## src/hdl/compacting_fixed_list_macros.svh

```systemverilog
// Assertion macros shared by the list block.
`ifndef COMPACTING_FIXED_LIST_MACROS_SVH
`define COMPACTING_FIXED_LIST_MACROS_SVH

// Same-cycle implication, disabled during reset.
`define CFL_ASSERT_IMP(name, clk, rst_n, ante, cons) \
    name: assert property (@(posedge clk) disable iff (!rst_n) (ante) |-> (cons)) \
        else $error("list assertion failed");

// Next-cycle implication, disabled during reset.
`define CFL_ASSERT_NXT(name, clk, rst_n, ante, cons) \
    name: assert property (@(posedge clk) disable iff (!rst_n) (ante) |=> (cons)) \
        else $error("list assertion failed");

`endif

```

## src/hdl/cfl_pkg.sv

```systemverilog
// Shared types and constants of the compacting list block.
package cfl_pkg;

    localparam int MODE_W      = 2;
    localparam int VALUE_W     = 32;
    localparam int INDEX_W     = 4;
    localparam int STATUS_W    = 2;
    localparam int RDATA_W     = 32;
    localparam int COUNT_W     = 5;
    localparam int IN_TDATA_W  = 40;
    localparam int OUT_TDATA_W = 104;

    typedef enum logic [MODE_W-1:0] {
        MODE_APPEND = 2'd0,
        MODE_REMOVE = 2'd1,
        MODE_READ   = 2'd2,
        MODE_NOP    = 2'd3
    } t_mode;

    typedef enum logic [STATUS_W-1:0] {
        ST_OK     = 2'd0,
        ST_FULL   = 2'd1,
        ST_EMPTY  = 2'd2,
        ST_BADIDX = 2'd3
    } t_status;

    typedef enum logic [1:0] {
        RD_INDEX = 2'd0,
        RD_NEXT  = 2'd1,
        RD_FIRST = 2'd2,
        RD_LAST  = 2'd3
    } t_rd_sel;

    typedef enum logic [3:0] {
        S_IDLE,
        S_DECODE,
        S_RD_CAP,
        S_SH_RD,
        S_SH_WR,
        S_FX0,
        S_FX1,
        S_FX2,
        S_DONE
    } t_state;

    typedef struct packed {
        logic    accept;
        logic    rd_en;
        t_rd_sel rd_sel;
        logic    wr_append;
        logic    wr_shift;
        logic    count_inc;
        logic    count_dec;
        logic    ptr_load;
        logic    ptr_inc;
        logic    set_status;
        t_status status;
        logic    cap_rd;
        logic    cap_first;
        logic    cap_last;
        logic    load_out;
    } t_cmd;

    typedef struct packed {
        t_mode mode;
        logic  empty;
        logic  full;
        logic  idx_ok;
        logic  more;
    } t_stat;

endpackage

```

## src/hdl/cfl_ctrl.sv

```systemverilog
// Sequencer for the compacting list: issues datapath commands per request.
module cfl_ctrl
    import cfl_pkg::*;
(
    input  logic  i_clk,
    input  logic  i_rst_n,
    input  logic  i_in_valid,
    output logic  o_in_ready,
    output logic  o_out_valid,
    input  logic  i_out_ready,
    input  t_stat i_stat,
    output t_cmd  o_cmd
);

    t_state r_state;
    t_state n_state;
    logic   r_out_valid;
    logic   w_slot_free;

    assign w_slot_free = !r_out_valid || i_out_ready;
    assign o_in_ready  = (r_state == S_IDLE);
    assign o_out_valid = r_out_valid;

    always_ff @(posedge i_clk) begin
        if (!i_rst_n) begin
            r_state     <= S_IDLE;
            r_out_valid <= 1'b0;
        end else begin
            r_state <= n_state;
            if (o_cmd.load_out) begin
                r_out_valid <= 1'b1;
            end else if (i_out_ready) begin
                r_out_valid <= 1'b0;
            end
        end
    end

    always_comb begin
        n_state = r_state;
        case (r_state)
            S_IDLE: begin
                if (i_in_valid) n_state = S_DECODE;
            end
            S_DECODE: begin
                case (i_stat.mode)
                    MODE_REMOVE: begin
                        if (!i_stat.empty && i_stat.idx_ok) n_state = S_SH_RD;
                        else                                n_state = S_FX0;
                    end
                    MODE_READ: begin
                        if (i_stat.idx_ok) n_state = S_RD_CAP;
                        else               n_state = S_FX0;
                    end
                    default: n_state = S_FX0;
                endcase
            end
            S_RD_CAP: n_state = S_FX0;
            S_SH_RD: begin
                if (i_stat.more) n_state = S_SH_WR;
                else             n_state = S_FX0;
            end
            S_SH_WR: n_state = S_SH_RD;
            S_FX0:   n_state = S_FX1;
            S_FX1:   n_state = S_FX2;
            S_FX2:   n_state = S_DONE;
            S_DONE: begin
                if (w_slot_free) n_state = S_IDLE;
            end
            default: n_state = S_IDLE;
        endcase
    end

    always_comb begin
        o_cmd = '0;
        case (r_state)
            S_IDLE: begin
                o_cmd.accept = i_in_valid;
            end
            S_DECODE: begin
                case (i_stat.mode)
                    MODE_APPEND: begin
                        if (i_stat.full) begin
                            o_cmd.set_status = 1'b1;
                            o_cmd.status     = ST_FULL;
                        end else begin
                            o_cmd.wr_append = 1'b1;
                            o_cmd.count_inc = 1'b1;
                        end
                    end
                    MODE_REMOVE: begin
                        if (i_stat.empty) begin
                            o_cmd.set_status = 1'b1;
                            o_cmd.status     = ST_EMPTY;
                        end else if (!i_stat.idx_ok) begin
                            o_cmd.set_status = 1'b1;
                            o_cmd.status     = ST_BADIDX;
                        end else begin
                            o_cmd.ptr_load = 1'b1;
                        end
                    end
                    MODE_READ: begin
                        if (!i_stat.idx_ok) begin
                            o_cmd.set_status = 1'b1;
                            o_cmd.status     = ST_BADIDX;
                        end else begin
                            o_cmd.rd_en  = 1'b1;
                            o_cmd.rd_sel = RD_INDEX;
                        end
                    end
                    default: begin
                    end
                endcase
            end
            S_RD_CAP: begin
                o_cmd.cap_rd = 1'b1;
            end
            S_SH_RD: begin
                if (i_stat.more) begin
                    o_cmd.rd_en  = 1'b1;
                    o_cmd.rd_sel = RD_NEXT;
                end else begin
                    o_cmd.count_dec = 1'b1;
                end
            end
            S_SH_WR: begin
                o_cmd.wr_shift = 1'b1;
                o_cmd.ptr_inc  = 1'b1;
            end
            S_FX0: begin
                o_cmd.rd_en  = 1'b1;
                o_cmd.rd_sel = RD_FIRST;
            end
            S_FX1: begin
                o_cmd.cap_first = 1'b1;
                o_cmd.rd_en     = 1'b1;
                o_cmd.rd_sel    = RD_LAST;
            end
            S_FX2: begin
                o_cmd.cap_last = 1'b1;
            end
            S_DONE: begin
                o_cmd.load_out = w_slot_free;
            end
            default: begin
            end
        endcase
    end

endmodule

```

## src/hdl/cfl_datapath.sv

```systemverilog
// Entry memory, count, shift pointer and result register of the list.
module cfl_datapath
    import cfl_pkg::*;
#(
    parameter int LIST_CAPACITY = 16,
    parameter int DATA_WIDTH    = 32
) (
    input  logic                i_clk,
    input  logic                i_rst_n,
    input  t_cmd                i_cmd,
    output t_stat               o_stat,
    input  logic [MODE_W-1:0]   i_mode,
    input  logic [VALUE_W-1:0]  i_value,
    input  logic [INDEX_W-1:0]  i_index,
    output logic [STATUS_W-1:0] o_status,
    output logic [RDATA_W-1:0]  o_read_data,
    output logic [COUNT_W-1:0]  o_entry_count,
    output logic                o_is_empty,
    output logic [RDATA_W-1:0]  o_first_data,
    output logic [RDATA_W-1:0]  o_last_data
);

    localparam int AW = $clog2(LIST_CAPACITY);
    localparam int CW = $clog2(LIST_CAPACITY + 1);

    logic [DATA_WIDTH-1:0] r_mem [LIST_CAPACITY];

    t_mode                 r_mode;
    logic [DATA_WIDTH-1:0] r_value;
    logic [INDEX_W-1:0]    r_index;
    logic [CW-1:0]         r_count;
    logic [AW-1:0]         r_ptr;
    logic [DATA_WIDTH-1:0] r_q;
    logic [DATA_WIDTH-1:0] r_rd;
    logic [DATA_WIDTH-1:0] r_first;
    logic [DATA_WIDTH-1:0] r_last;
    t_status               r_status;

    logic [STATUS_W-1:0]   r_out_status;
    logic [RDATA_W-1:0]    r_out_rd;
    logic [COUNT_W-1:0]    r_out_count;
    logic                  r_out_empty;
    logic [RDATA_W-1:0]    r_out_first;
    logic [RDATA_W-1:0]    r_out_last;

    logic [63:0]           w_value_ext;
    logic [31:0]           w_index_ext;
    logic [31:0]           w_count_ext;
    logic [31:0]           w_ptr_next;
    logic [AW-1:0]         w_rd_addr;
    logic [63:0]           w_rd_ext;
    logic [63:0]           w_first_ext;
    logic [63:0]           w_last_ext;

    assign w_value_ext = 64'(i_value);
    assign w_index_ext = 32'(r_index);
    assign w_count_ext = 32'(r_count);
    assign w_ptr_next  = 32'(r_ptr) + 32'd1;
    assign w_rd_ext    = 64'(r_rd);
    assign w_first_ext = 64'(r_first);
    assign w_last_ext  = 64'(r_last);

    assign o_stat.mode   = r_mode;
    assign o_stat.empty  = (r_count == '0);
    assign o_stat.full   = (r_count == CW'(LIST_CAPACITY));
    assign o_stat.idx_ok = (w_index_ext < w_count_ext);
    assign o_stat.more   = (w_ptr_next < w_count_ext);

    always_comb begin
        case (i_cmd.rd_sel)
            RD_INDEX: w_rd_addr = w_index_ext[AW-1:0];
            RD_NEXT:  w_rd_addr = w_ptr_next[AW-1:0];
            RD_FIRST: w_rd_addr = '0;
            RD_LAST:  w_rd_addr = AW'(r_count - 1'b1);
            default:  w_rd_addr = '0;
        endcase
    end

    always_ff @(posedge i_clk) begin
        if (i_cmd.wr_append) begin
            r_mem[AW'(r_count)] <= r_value;
        end else if (i_cmd.wr_shift) begin
            r_mem[r_ptr] <= r_q;
        end
        if (i_cmd.rd_en) begin
            r_q <= r_mem[w_rd_addr];
        end
    end

    always_ff @(posedge i_clk) begin
        if (!i_rst_n) begin
            r_count <= '0;
        end else if (i_cmd.count_inc) begin
            r_count <= r_count + 1'b1;
        end else if (i_cmd.count_dec) begin
            r_count <= r_count - 1'b1;
        end
    end

    always_ff @(posedge i_clk) begin
        if (i_cmd.accept) begin
            r_mode   <= t_mode'(i_mode);
            r_value  <= w_value_ext[DATA_WIDTH-1:0];
            r_index  <= i_index;
            r_rd     <= '0;
            r_status <= ST_OK;
        end else begin
            if (i_cmd.set_status) r_status <= i_cmd.status;
            if (i_cmd.cap_rd)     r_rd     <= r_q;
        end
        if (i_cmd.ptr_load) begin
            r_ptr <= w_index_ext[AW-1:0];
        end else if (i_cmd.ptr_inc) begin
            r_ptr <= w_ptr_next[AW-1:0];
        end
        if (i_cmd.cap_first) r_first <= r_q;
        if (i_cmd.cap_last)  r_last  <= r_q;
        if (i_cmd.load_out) begin
            r_out_status <= r_status;
            r_out_rd     <= w_rd_ext[RDATA_W-1:0];
            r_out_count  <= w_count_ext[COUNT_W-1:0];
            r_out_empty  <= o_stat.empty;
            r_out_first  <= o_stat.empty ? '0 : w_first_ext[RDATA_W-1:0];
            r_out_last   <= o_stat.empty ? '0 : w_last_ext[RDATA_W-1:0];
        end
    end

    assign o_status      = r_out_status;
    assign o_read_data   = r_out_rd;
    assign o_entry_count = r_out_count;
    assign o_is_empty    = r_out_empty;
    assign o_first_data  = r_out_first;
    assign o_last_data   = r_out_last;

endmodule

```

## src/hdl/compacting_fixed_list.sv

```systemverilog
// Top level of the compacting fixed-capacity list with stream ports.
//
//  channel   dir   handshake                 payload
//  request   in    i_s_tvalid / o_s_tready   i_s_tdata (mode, value, index)
//  result    out   o_m_tvalid / i_m_tready   o_m_tdata (status .. last_data)
//
// Append, no-op and any request that fails its check go from accept through decode, the
// FX0, FX1 and FX2 states (first and last capture) and done; a good read adds a capture state.
// A good remove also moves each later entry down through the single memory port in one read and one write.
// Synchronous active-low reset empties the list; memory contents are not cleared.
// A stalled result holds the sequencer in its final state until the output frees.
`include "compacting_fixed_list_macros.svh"

module compacting_fixed_list
    import cfl_pkg::*;
#(
    parameter int LIST_CAPACITY = 16,
    parameter int DATA_WIDTH    = 32
) (
    input  logic                   i_clk,
    input  logic                   i_rst_n,
    input  logic                   i_s_tvalid,
    output logic                   o_s_tready,
    // mode[1:0], value[33:2], index[37:34], zero pad[39:38]
    input  logic [IN_TDATA_W-1:0]  i_s_tdata,
    output logic                   o_m_tvalid,
    input  logic                   i_m_tready,
    // status[1:0], read_data[33:2], entry_count[38:34], is_empty[39],
    // first_data[71:40], last_data[103:72]
    output logic [OUT_TDATA_W-1:0] o_m_tdata
);

    t_cmd                s_cmd;
    t_stat               s_stat;
    logic [STATUS_W-1:0] w_status;
    logic [RDATA_W-1:0]  w_read_data;
    logic [COUNT_W-1:0]  w_entry_count;
    logic                w_is_empty;
    logic [RDATA_W-1:0]  w_first_data;
    logic [RDATA_W-1:0]  w_last_data;

    cfl_ctrl u_ctrl (
        .i_clk       (i_clk),
        .i_rst_n     (i_rst_n),
        .i_in_valid  (i_s_tvalid),
        .o_in_ready  (o_s_tready),
        .o_out_valid (o_m_tvalid),
        .i_out_ready (i_m_tready),
        .i_stat      (s_stat),
        .o_cmd       (s_cmd)
    );

    cfl_datapath #(
        .LIST_CAPACITY (LIST_CAPACITY),
        .DATA_WIDTH    (DATA_WIDTH)
    ) u_datapath (
        .i_clk         (i_clk),
        .i_rst_n       (i_rst_n),
        .i_cmd         (s_cmd),
        .o_stat        (s_stat),
        .i_mode        (i_s_tdata[1:0]),
        .i_value       (i_s_tdata[33:2]),
        .i_index       (i_s_tdata[37:34]),
        .o_status      (w_status),
        .o_read_data   (w_read_data),
        .o_entry_count (w_entry_count),
        .o_is_empty    (w_is_empty),
        .o_first_data  (w_first_data),
        .o_last_data   (w_last_data)
    );

    assign o_m_tdata = {w_last_data, w_first_data, w_is_empty, w_entry_count,
                        w_read_data, w_status};

    `CFL_ASSERT_NXT(a_busy_after_accept, i_clk, i_rst_n, i_s_tvalid && o_s_tready, !o_s_tready)
    `CFL_ASSERT_IMP(a_load_slot_free, i_clk, i_rst_n, s_cmd.load_out, !o_m_tvalid || i_m_tready)
    `CFL_ASSERT_IMP(a_shift_in_range, i_clk, i_rst_n, s_cmd.wr_shift, s_stat.more)
    `CFL_ASSERT_IMP(a_append_not_full, i_clk, i_rst_n, s_cmd.wr_append, !s_stat.full)

endmodule
```

## config.mk

```make
export PLATFORM = sky130hd
export DESIGN_NAME = compacting_fixed_list
export DESIGN_NICKNAME = d
export VERILOG_FILES = /design/src/hdl/cfl_pkg.sv /design/src/hdl/cfl_ctrl.sv /design/src/hdl/cfl_datapath.sv /design/src/hdl/compacting_fixed_list.sv
export VERILOG_INCLUDE_DIRS = /design/src /design/src/hdl
export SDC_FILE = /design/constraint.sdc
export NUM_CORES = 1
export LEC_CHECK = 0
export CAP_MARGIN = 20
export CORE_AREA = 2 2 321 323
export DETAILED_ROUTE_END_ITERATION = 6
export DIE_AREA = 0 0 323 325
export DONT_BUFFER_PORTS = 1
export PLACE_DENSITY = 0.51
export SYNTH_ARGS = -nofsm -noshare
export SYNTH_HDL_FRONTEND = slang
export SYNTH_SLANG_ARGS = --single-unit
```

## constraint.sdc

```tcl
create_clock -name i_clk -period 6.2 [get_ports i_clk]
set_input_delay 1.24 -clock i_clk [delete_from_list [all_inputs] [get_ports i_clk]]
set_output_delay 1.24 -clock i_clk [all_outputs]
set_load 0.02 [all_outputs]
```

==> qor.yml, run 1 <==
status: "finished, final reports clean"
die_h_um: 325
cp_cell_sequence: "ha_1 > xor2_1 > ha_1 > o211ai_1 > o211ai_2 > nand3_4 > mux2_8 > buf_4 > a21oi_1 > a221oi_1 > or4_1"
setup_viol: 0
finalMaxSlewViolations: 0
grt_pass1_vias: 16997
timing.final.ws_setup_ns: 1.66
first_pass_iters: 5
r2r-start: "u_datapath.r_ptr[0]$_DFFE_PP_"
area_growth_pct: 13.9
clk_pin_slew_worst_paths_ns: 0.06
cp_common_cell: "ha_1"
seqCellArea_um2: 23500
ys_warn_count: 0
placed_area_um2: 31800
place_inst: 3313
cts_max_level: 3
numClockSinks: 798
fin_crit_sh: 0.732
tightest_slew_ns: 1.14
reg2reg_slack_ns: 1.66
gp_congestion: 0.787
maxSlewHeadroom: 0.241
cts_tree: "yes"
drtAntennaViolNets: 0
utilization: 0.339
cp_max_fo: 138
synthFlopType: "edfxtp_1"
r2r_end: "u_datapath.r_q[21]$_DFFE_PP_"
drc: 0
rsz0062_at_grt: "no"
synthDistinctLibCells: 60
critical_path.max_stage_delay_ns: 0.92
dieArea_um2: 105000
critPathLaunchType: "flip-flop"
io_buffer_count: 0
antenna_found_initial: 5
track_usage: 0.143
hold_path_class: "reg2reg"
synth_top_area_frac: 0.750
cp_slowest_cell: "mux2_8"
hold_ws_ns: 0.432
clockRootBuffer: "clkbuf_16"
synth_area_leaders: "edfxtp_1, nand2_1, a21oi_1"
required_ns: 6.71
yosysSeqAreaShare: 0.779
synthArstFlopShare: 0
std_cell_rows: 117
netlist_area_um2: 30200
dp_worst_setup_slack_ns: 1.80
cts-resized-gates: 0
synth_edf_count: 754
multiInputGateArea_um2: 6170
skew_ns: 0.0192
cts_made_buffers: 77
min_period_ns: 4.54
total_power_mw: 11.7
avgSynthCellArea_um2: 14.8
finalHoldViolCount: 0
via_per_inst: 4.94
wl_um: 76000
final_layout_size_suffix_gt1_frac: 0.0958
synth.most_common_cell: "edfxtp_1"
start_util: 0.298
cts_setup_buffers: 0
postLayoutCellArea_um2: 34400
die_x_um: 323
core_area_um2: 101000
yosys-top-cells-count: "edfxtp_1, nand2_1, a21oi_1"
power_density_nw_per_um2: 340
finalSetupTns_ns: 0
ys_ff_latch: 798
vdd_drop_max_v: 0.000196
final_nets: 2084
worstSkewPairLatency_ns: 0.63
cp-startpoint: "u_datapath.r_ptr[0]$_DFFE_PP_"
grt_max_degree: 139
cts.path.max_buffers: 3
cts_hold_buffers: 0
yosys.area.top_type: "edfxtp_1"
layoutNonFillerInstCount: 3456
critPathCapture: "u_datapath.r_q[21]$_DFFE_PP_"
cp.arrival_ns: 5.05
fill_cells: 9743
cap_viol_max_count: 0
p_leak_nw: 11.0
post_drt_wl_per_cell_um: 22.0
dp_hpwl_um: 42100
syn_inst: 2037
ios: 150
worstSetupEndpointType: "flip-flop"
grt-ovfl-total: 0
rr_worst_depth: 11
vias: 17062
timing.fmax_ghz: 0.220
drt_iter0_markers: 1245
crit_type: "reg2reg"
grt_first_pass_wirelength_um: 112000
syn_nets: 2095
area by class of cell:
type	count	area share
Antenna cell	1	0.0000728
Clock buffer	104	0.0638
Clock inverter	36	0.00957
Inverter	17	0.00186
Multi-Input combinational cell	1091	0.179
Sequential cell	798	0.684
Tap cell	1368	0.0498
Timing Repair Buffer	41	0.0114
routing by layer:
metal	track usage	vias to the layer above	wire, µm
met5	0	-	27
met4	0.0494	4	1880
met3	0.0233	118	4000
met2	0.251	551	38800
met1	0.177	8692	31300
li1	-	7697	-
sequential cells by signal (all words and copies together), names as in the netlist, 4 cells and up:
signal and cells:
u_datapath.r_mem 512, u_datapath.o_first_data 32, u_datapath.o_last_data 32, u_datapath.o_read_data 32, u_datapath.r_first 32, u_datapath.r_last 32, u_datapath.r_q 32, u_datapath.r_rd 32
u_datapath.r_value 32, u_datapath.o_entry_count 5, u_datapath.r_count 5, u_ctrl.r_state 4, u_datapath.r_index 4, u_datapath.r_ptr 4
how the worst min path moves through the flow:
stage                                                    from                                   end  slack [ns]  cells past startpoint
after floorplan           u_datapath.r_status[1]$_SDFFE_PP0P_      u_datapath.o_status[1]$_DFFE_PP_        0.40                      0
after global placement       u_datapath.r_rd[24]$_SDFFE_PP0P_  u_datapath.o_read_data[24]$_DFFE_PP_        0.41                      0
after detailed placement      u_datapath.r_rd[2]$_SDFFE_PP0P_   u_datapath.o_read_data[2]$_DFFE_PP_        0.42                      0
after CTS                    u_datapath.r_rd[24]$_SDFFE_PP0P_  u_datapath.o_read_data[24]$_DFFE_PP_        0.43                      0
after global routing          u_datapath.r_rd[4]$_SDFFE_PP0P_   u_datapath.o_read_data[4]$_DFFE_PP_        0.45                      0
final                        u_datapath.r_rd[10]$_SDFFE_PP0P_  u_datapath.o_read_data[10]$_DFFE_PP_        0.43                      0
cell usage in the layout, fill, tap and decap left out, types with 4 or more instances in the layout:
cell type  synthesis  routed
edfxtp_1         754     754
nand2_1          423     423
a21oi_1          288     288
a221oi_1         128     128
clkbuf_16          0      81
and2_1            70      69
dfxtp_1           44      44
buf_4              2      34
or4_1             32      32
inv_1             17      16
nor2_4             0      16
clkbuf_1          68      15
ha_1              14      14
clkinv_2           0      13
clkinv_1           0      12
a21oi_2           10      10
nor3_1            10      10
nor2_1            25       9
clkbuf_8           0       8
o21ai_0            8       7
a31oi_1            8       7
xnor2_1            6       6
buf_12             0       6
bufinv_16          0       5
and3_1             4       4
logic make-up (layout without fill, tap and decap cells):
kind of cell | count (synthesis) | in the layout | share of synthesized area
simple gates | 595 | 595 | 0.0884
compound gates | 467 | 467 | 0.0981
mux | 7 | 7 | 0.00265
other cells | 0 | 1 | 0
xor+xnor | 8 | 8 | 0.00232
buf+inv | 148 | 198 | 0.0236
fa+ha+maj | 14 | 14 | 0.00580
flops | 798 | 798 | 0.779
worst max-delay path, delay by kind of cell (launching register included):
family	cells	cell delay, ns
DFF	1	0.52
adders and majority gates	2	0.59
xor gates and xnor gates	1	0.19
buffers and inverters	1	0.68
muxes	1	0.92
and+or+nand+nor	2	0.38
AOI/OAI and AO/OA	4	0.96
power by group:
part / internal (mW) / switching [mW] / leakage, nW
Combinational: 0.232 / 0.642 / 2.62
Sequential: 6.09 / 0.0591 / 7.12
Clock: 2.70 / 1.96 / 1.24
No activity file was read; power rests on OpenSTA's default activity.
==> run 2, diff against run 1 <==
ABC_AREA = 1   (was unset)
CORE_AREA = 2 2 334 336   (was 2 2 321 323)
DIE_AREA = 0 0 336 338   (was 0 0 323 325)
clock period = 3.9 ns   (was 6.2 ns; I/O delays follow)
==> run 2 against run 1 <==
Compared with the run above:
- combinational power grew to 3.9 times the previous value
- via count grew 15%
- hold slack lost 0.21 ns
- die area grew 8.2%
- synthesized cell count grew 37%
- flip-flop and latch count is the same
- core utilization grew 0.23 points
- register-to-register slack lost 1.3 ns
- power grew 84%
- largest power group unchanged
==> qor.yml, run 2 <==
grt_max_degree: 160  # was 139
multiInputGateArea_um2: 7120  # was 6170 µm²
netlist_area_um2: 32700  # was 30,200 µm²
antenna_found_initial: 7  # was 5
ys_ff_latch: 798  # unchanged
vdd_drop_max_v: 0.000271  # was 0.000196 V
maxSlewHeadroom: 0.439  # was 0.241
required_ns: 4.27  # was 6.71 ns
cts_hold_buffers: 0  # unchanged
wl_um: 81700  # was 76,000 µm
vias: 19567  # was 17,062
post_drt_wl_per_cell_um: 18.8  # was 22.0 µm
skew_ns: 0.0292  # was 0.0192 ns
largest_reg_flops: 512  # unchanged
regMostFlops: "u_datapath.r_mem"  # unchanged
final_nets: 2847  # was 2,084
status: "finished, final reports clean"  # unchanged
setup_viol: 0  # unchanged
dp_hpwl_um: 43200  # was 42,100 µm
first_pass_iters: 7  # was 5
layout_commonest_cell: "edfxtp_1"  # unchanged
critical_path.max_stage_delay_ns: 0.59  # was 0.92 ns
drc: 0  # unchanged
avgSynthCellArea_um2: 11.7  # was 14.8 µm²
critPathLaunchType: "flip-flop"  # unchanged
clockRootBuffer: "clkbuf_16"  # unchanged
cp_max_fo: 28  # was 138
gp_congestion: 0.770  # was 0.787
dieArea_um2: 114000  # was 105,000 µm²
antenna_cells: 0  # was 1
yosysSeqAreaShare: 0.719  # was 0.779
finalMaxSlewViolations: 0  # unchanged
hold_path_class: "in2reg"  # was reg2reg
grt_pass1_vias: 18865  # was 16,997
total_power_mw: 21.4  # was 11.7 mW
synthDistinctLibCells: 36  # was 60
synth_top_area_frac: 0.692  # was 0.750
finalHoldViolCount: 0  # unchanged
cts.path.max_buffers: 3  # unchanged
cp.arrival_ns: 3.86  # was 5.05 ns
tightest_slew_ns: 0.841  # was 1.14 ns
drtAntennaViolNets: 0  # unchanged
placed_area_um2: 35000  # was 31,800 µm²
cp_slowest_cell: "o21ai_4"  # was mux2_8
cap_viol_max_count: 0  # unchanged
numClockSinks: 798  # unchanged
synthFlopType: "edfxtp_1"  # unchanged
die_h_um: 338  # was 325 µm
drt_iter0_markers: 1136  # was 1,245
synthArstFlopShare: 0  # unchanged
cp_cell_sequence: "nand3_1 > xor2_1 > inv_1 > ha_1 > nand2_1 > inv_1 > nand2_1 > nand2_1 > nand2_1 > nand3_2 > nand2_4 > o21ai_4 > inv_1 > buf_12 > nand3_1 > nand2_1"  # was ha_1 > xor2_1 > ha_1 > o211ai_1 > o211ai_2 > nand3_4 > mux2_8 > buf_4 > a21oi_1 > a221oi_1 > or4_1
final_cell_mix: "edfxtp_1, nand3_1, nand2_1, inv_1, clkbuf_16"  # was edfxtp_1, nand2_1, a21oi_1, a221oi_1, clkbuf_16
crit_type: "reg2reg"  # unchanged
p_leak_nw: 14.5  # was 11.0 nW
worstSkewPairLatency_ns: 0.65  # was 0.63 ns
fill_cells: 10766  # was 9,743
area_growth_pct: 14.9  # was 13.9%
rsz0062_at_grt: "no"  # unchanged
grt-ovfl-total: 0  # unchanged
timing.fmax_ghz: 0.286  # was 0.220 GHz
cp_common_cell: "nand2_1"  # was ha_1
synth_area_leaders: "edfxtp_1, nand3_1, nand2_1"  # was edfxtp_1, nand2_1, a21oi_1
syn_nets: 2857  # was 2,095
die_x_um: 336  # was 323 µm
cts_setup_buffers: 0  # unchanged
final_layout_size_suffix_gt1_frac: 0.0898  # was 0.0958
ys_warn_count: 0  # unchanged
ios: 150  # unchanged
worstSetupEndpointType: "flip-flop"  # unchanged
cts_tree: "yes"  # unchanged
core_area_um2: 110000  # was 101,000 µm²
grt_first_pass_wirelength_um: 122000  # was 112,000 µm
start_util: 0.297  # was 0.298
postLayoutCellArea_um2: 37600  # was 34,400 µm²
cts_made_buffers: 80  # was 77
rr_worst_depth: 16  # was 11
synth.most_common_cell: "edfxtp_1"  # unchanged
cts_max_level: 3  # unchanged
track_usage: 0.144  # was 0.143
yosys.area.top_type: "edfxtp_1"  # unchanged
syn_inst: 2799  # was 2,037
synth_edf_count: 754  # unchanged
seqCellArea_um2: 23500  # unchanged
std_cell_rows: 122  # was 117
cts-resized-gates: 0  # unchanged
io_buffer_count: 0  # unchanged
fin_crit_sh: 0.896  # was 0.732
hold_ws_ns: 0.224  # was 0.432 ns
via_per_inst: 4.51  # was 4.94
holdPathStages: 0  # unchanged
yosys-top-cells-count: "edfxtp_1, nand3_1, nand2_1"  # was edfxtp_1, nand2_1, a21oi_1
clk_pin_slew_worst_paths_ns: 0.06  # about the same
min_period_ns: 3.49  # was 4.54 ns
power_density_nw_per_um2: 570  # was 340 nW/µm²
run 2: cell types whose count changed after synthesis, sizes merged, moves of 62 or more:
| cell | before | now |
|---|---|---|
| a221oi | 128 | 0 |
| and2 | 70 | 0 |
| nand2 | 424 | 592 |
| a21oi | 298 | 45 |
| nand3 | 5 | 596 |
| inv | 17 | 425 |
| nand3b | 3 | 65 |
run 2: kinds of logic after synthesis:
kind of cell	Yosys count	share of synthesized area
compound gates	71	0.0116
xor+xnor	6	0.00161
fa+ha+maj	14	0.00535
buf+inv	580	0.0709
flops	798	0.719
mux	33	0.0114
simple gates	1297	0.181
run 2: worst paths after layout:
check / start / end / slack [ns]
hold / removal: i_s_tdata[8] / u_datapath.r_value[6]$_DFFE_PP_ / 0.22
setup / recovery: u_datapath.r_ptr[0]$_DFFE_PP_ / u_datapath.r_q[16]$_DFFE_PP_ / 0.41
setup reg to reg: u_datapath.r_ptr[0]$_DFFE_PP_ / u_datapath.r_q[16]$_DFFE_PP_ / 0.41
hold reg to reg: u_datapath.r_rd[24]$_SDFFE_PP0P_ / u_datapath.o_read_data[24]$_DFFE_PP_ / 0.43
run 2: layout make-up:
| cell class | count | share of cell area |
|---|---|---|
| timing repair buffer | 62 | 0.0240 |
| tap | 1488 | 0.0495 |
| inverter | 426 | 0.0426 |
| sequential | 798 | 0.625 |
| multi-input combinational | 1421 | 0.189 |
| clock inverter | 36 | 0.0106 |
| clock buffer | 108 | 0.0587 |
run 2: where the power goes:
| group | switching, mW | internal (mW) |
|---|---|---|
| clock | 3.22 | 4.51 |
| combinational | 2.43 | 0.991 |
| sequential | 0.190 | 10.1 |
run 2: stage by stage:
step,instances,worst slack [ns],TNS [ns],utilization
final,4339,0.407,0,0.342
after CTS,4338,0.329,0,0.342
after detailed placement,4194,0.335,0,0.318
after global placement,4194,0.337,0,0.318
after floorplan,2799,-0.638,-66.32,-
after global routing,4339,0.217,0,0.342
run 2: worst max-delay path: cells and delay by family (launching register included):
kind	cells	cell delay, ns
compound gates	1	0.59
xor+xnor	1	0.30
fa+ha+maj	1	0.30
buf+inv	4	0.77
flops	1	0.43
simple gates	9	0.80
run 2: per-layer routing:
metal  track usage  up-vias  part of all wire
met5             0        -                 0
met1         0.183     9584              0.43
met4        0.0411        0             0.020
li1              -     9476                 -
met2         0.255      410              0.51
met3        0.0196       97             0.042
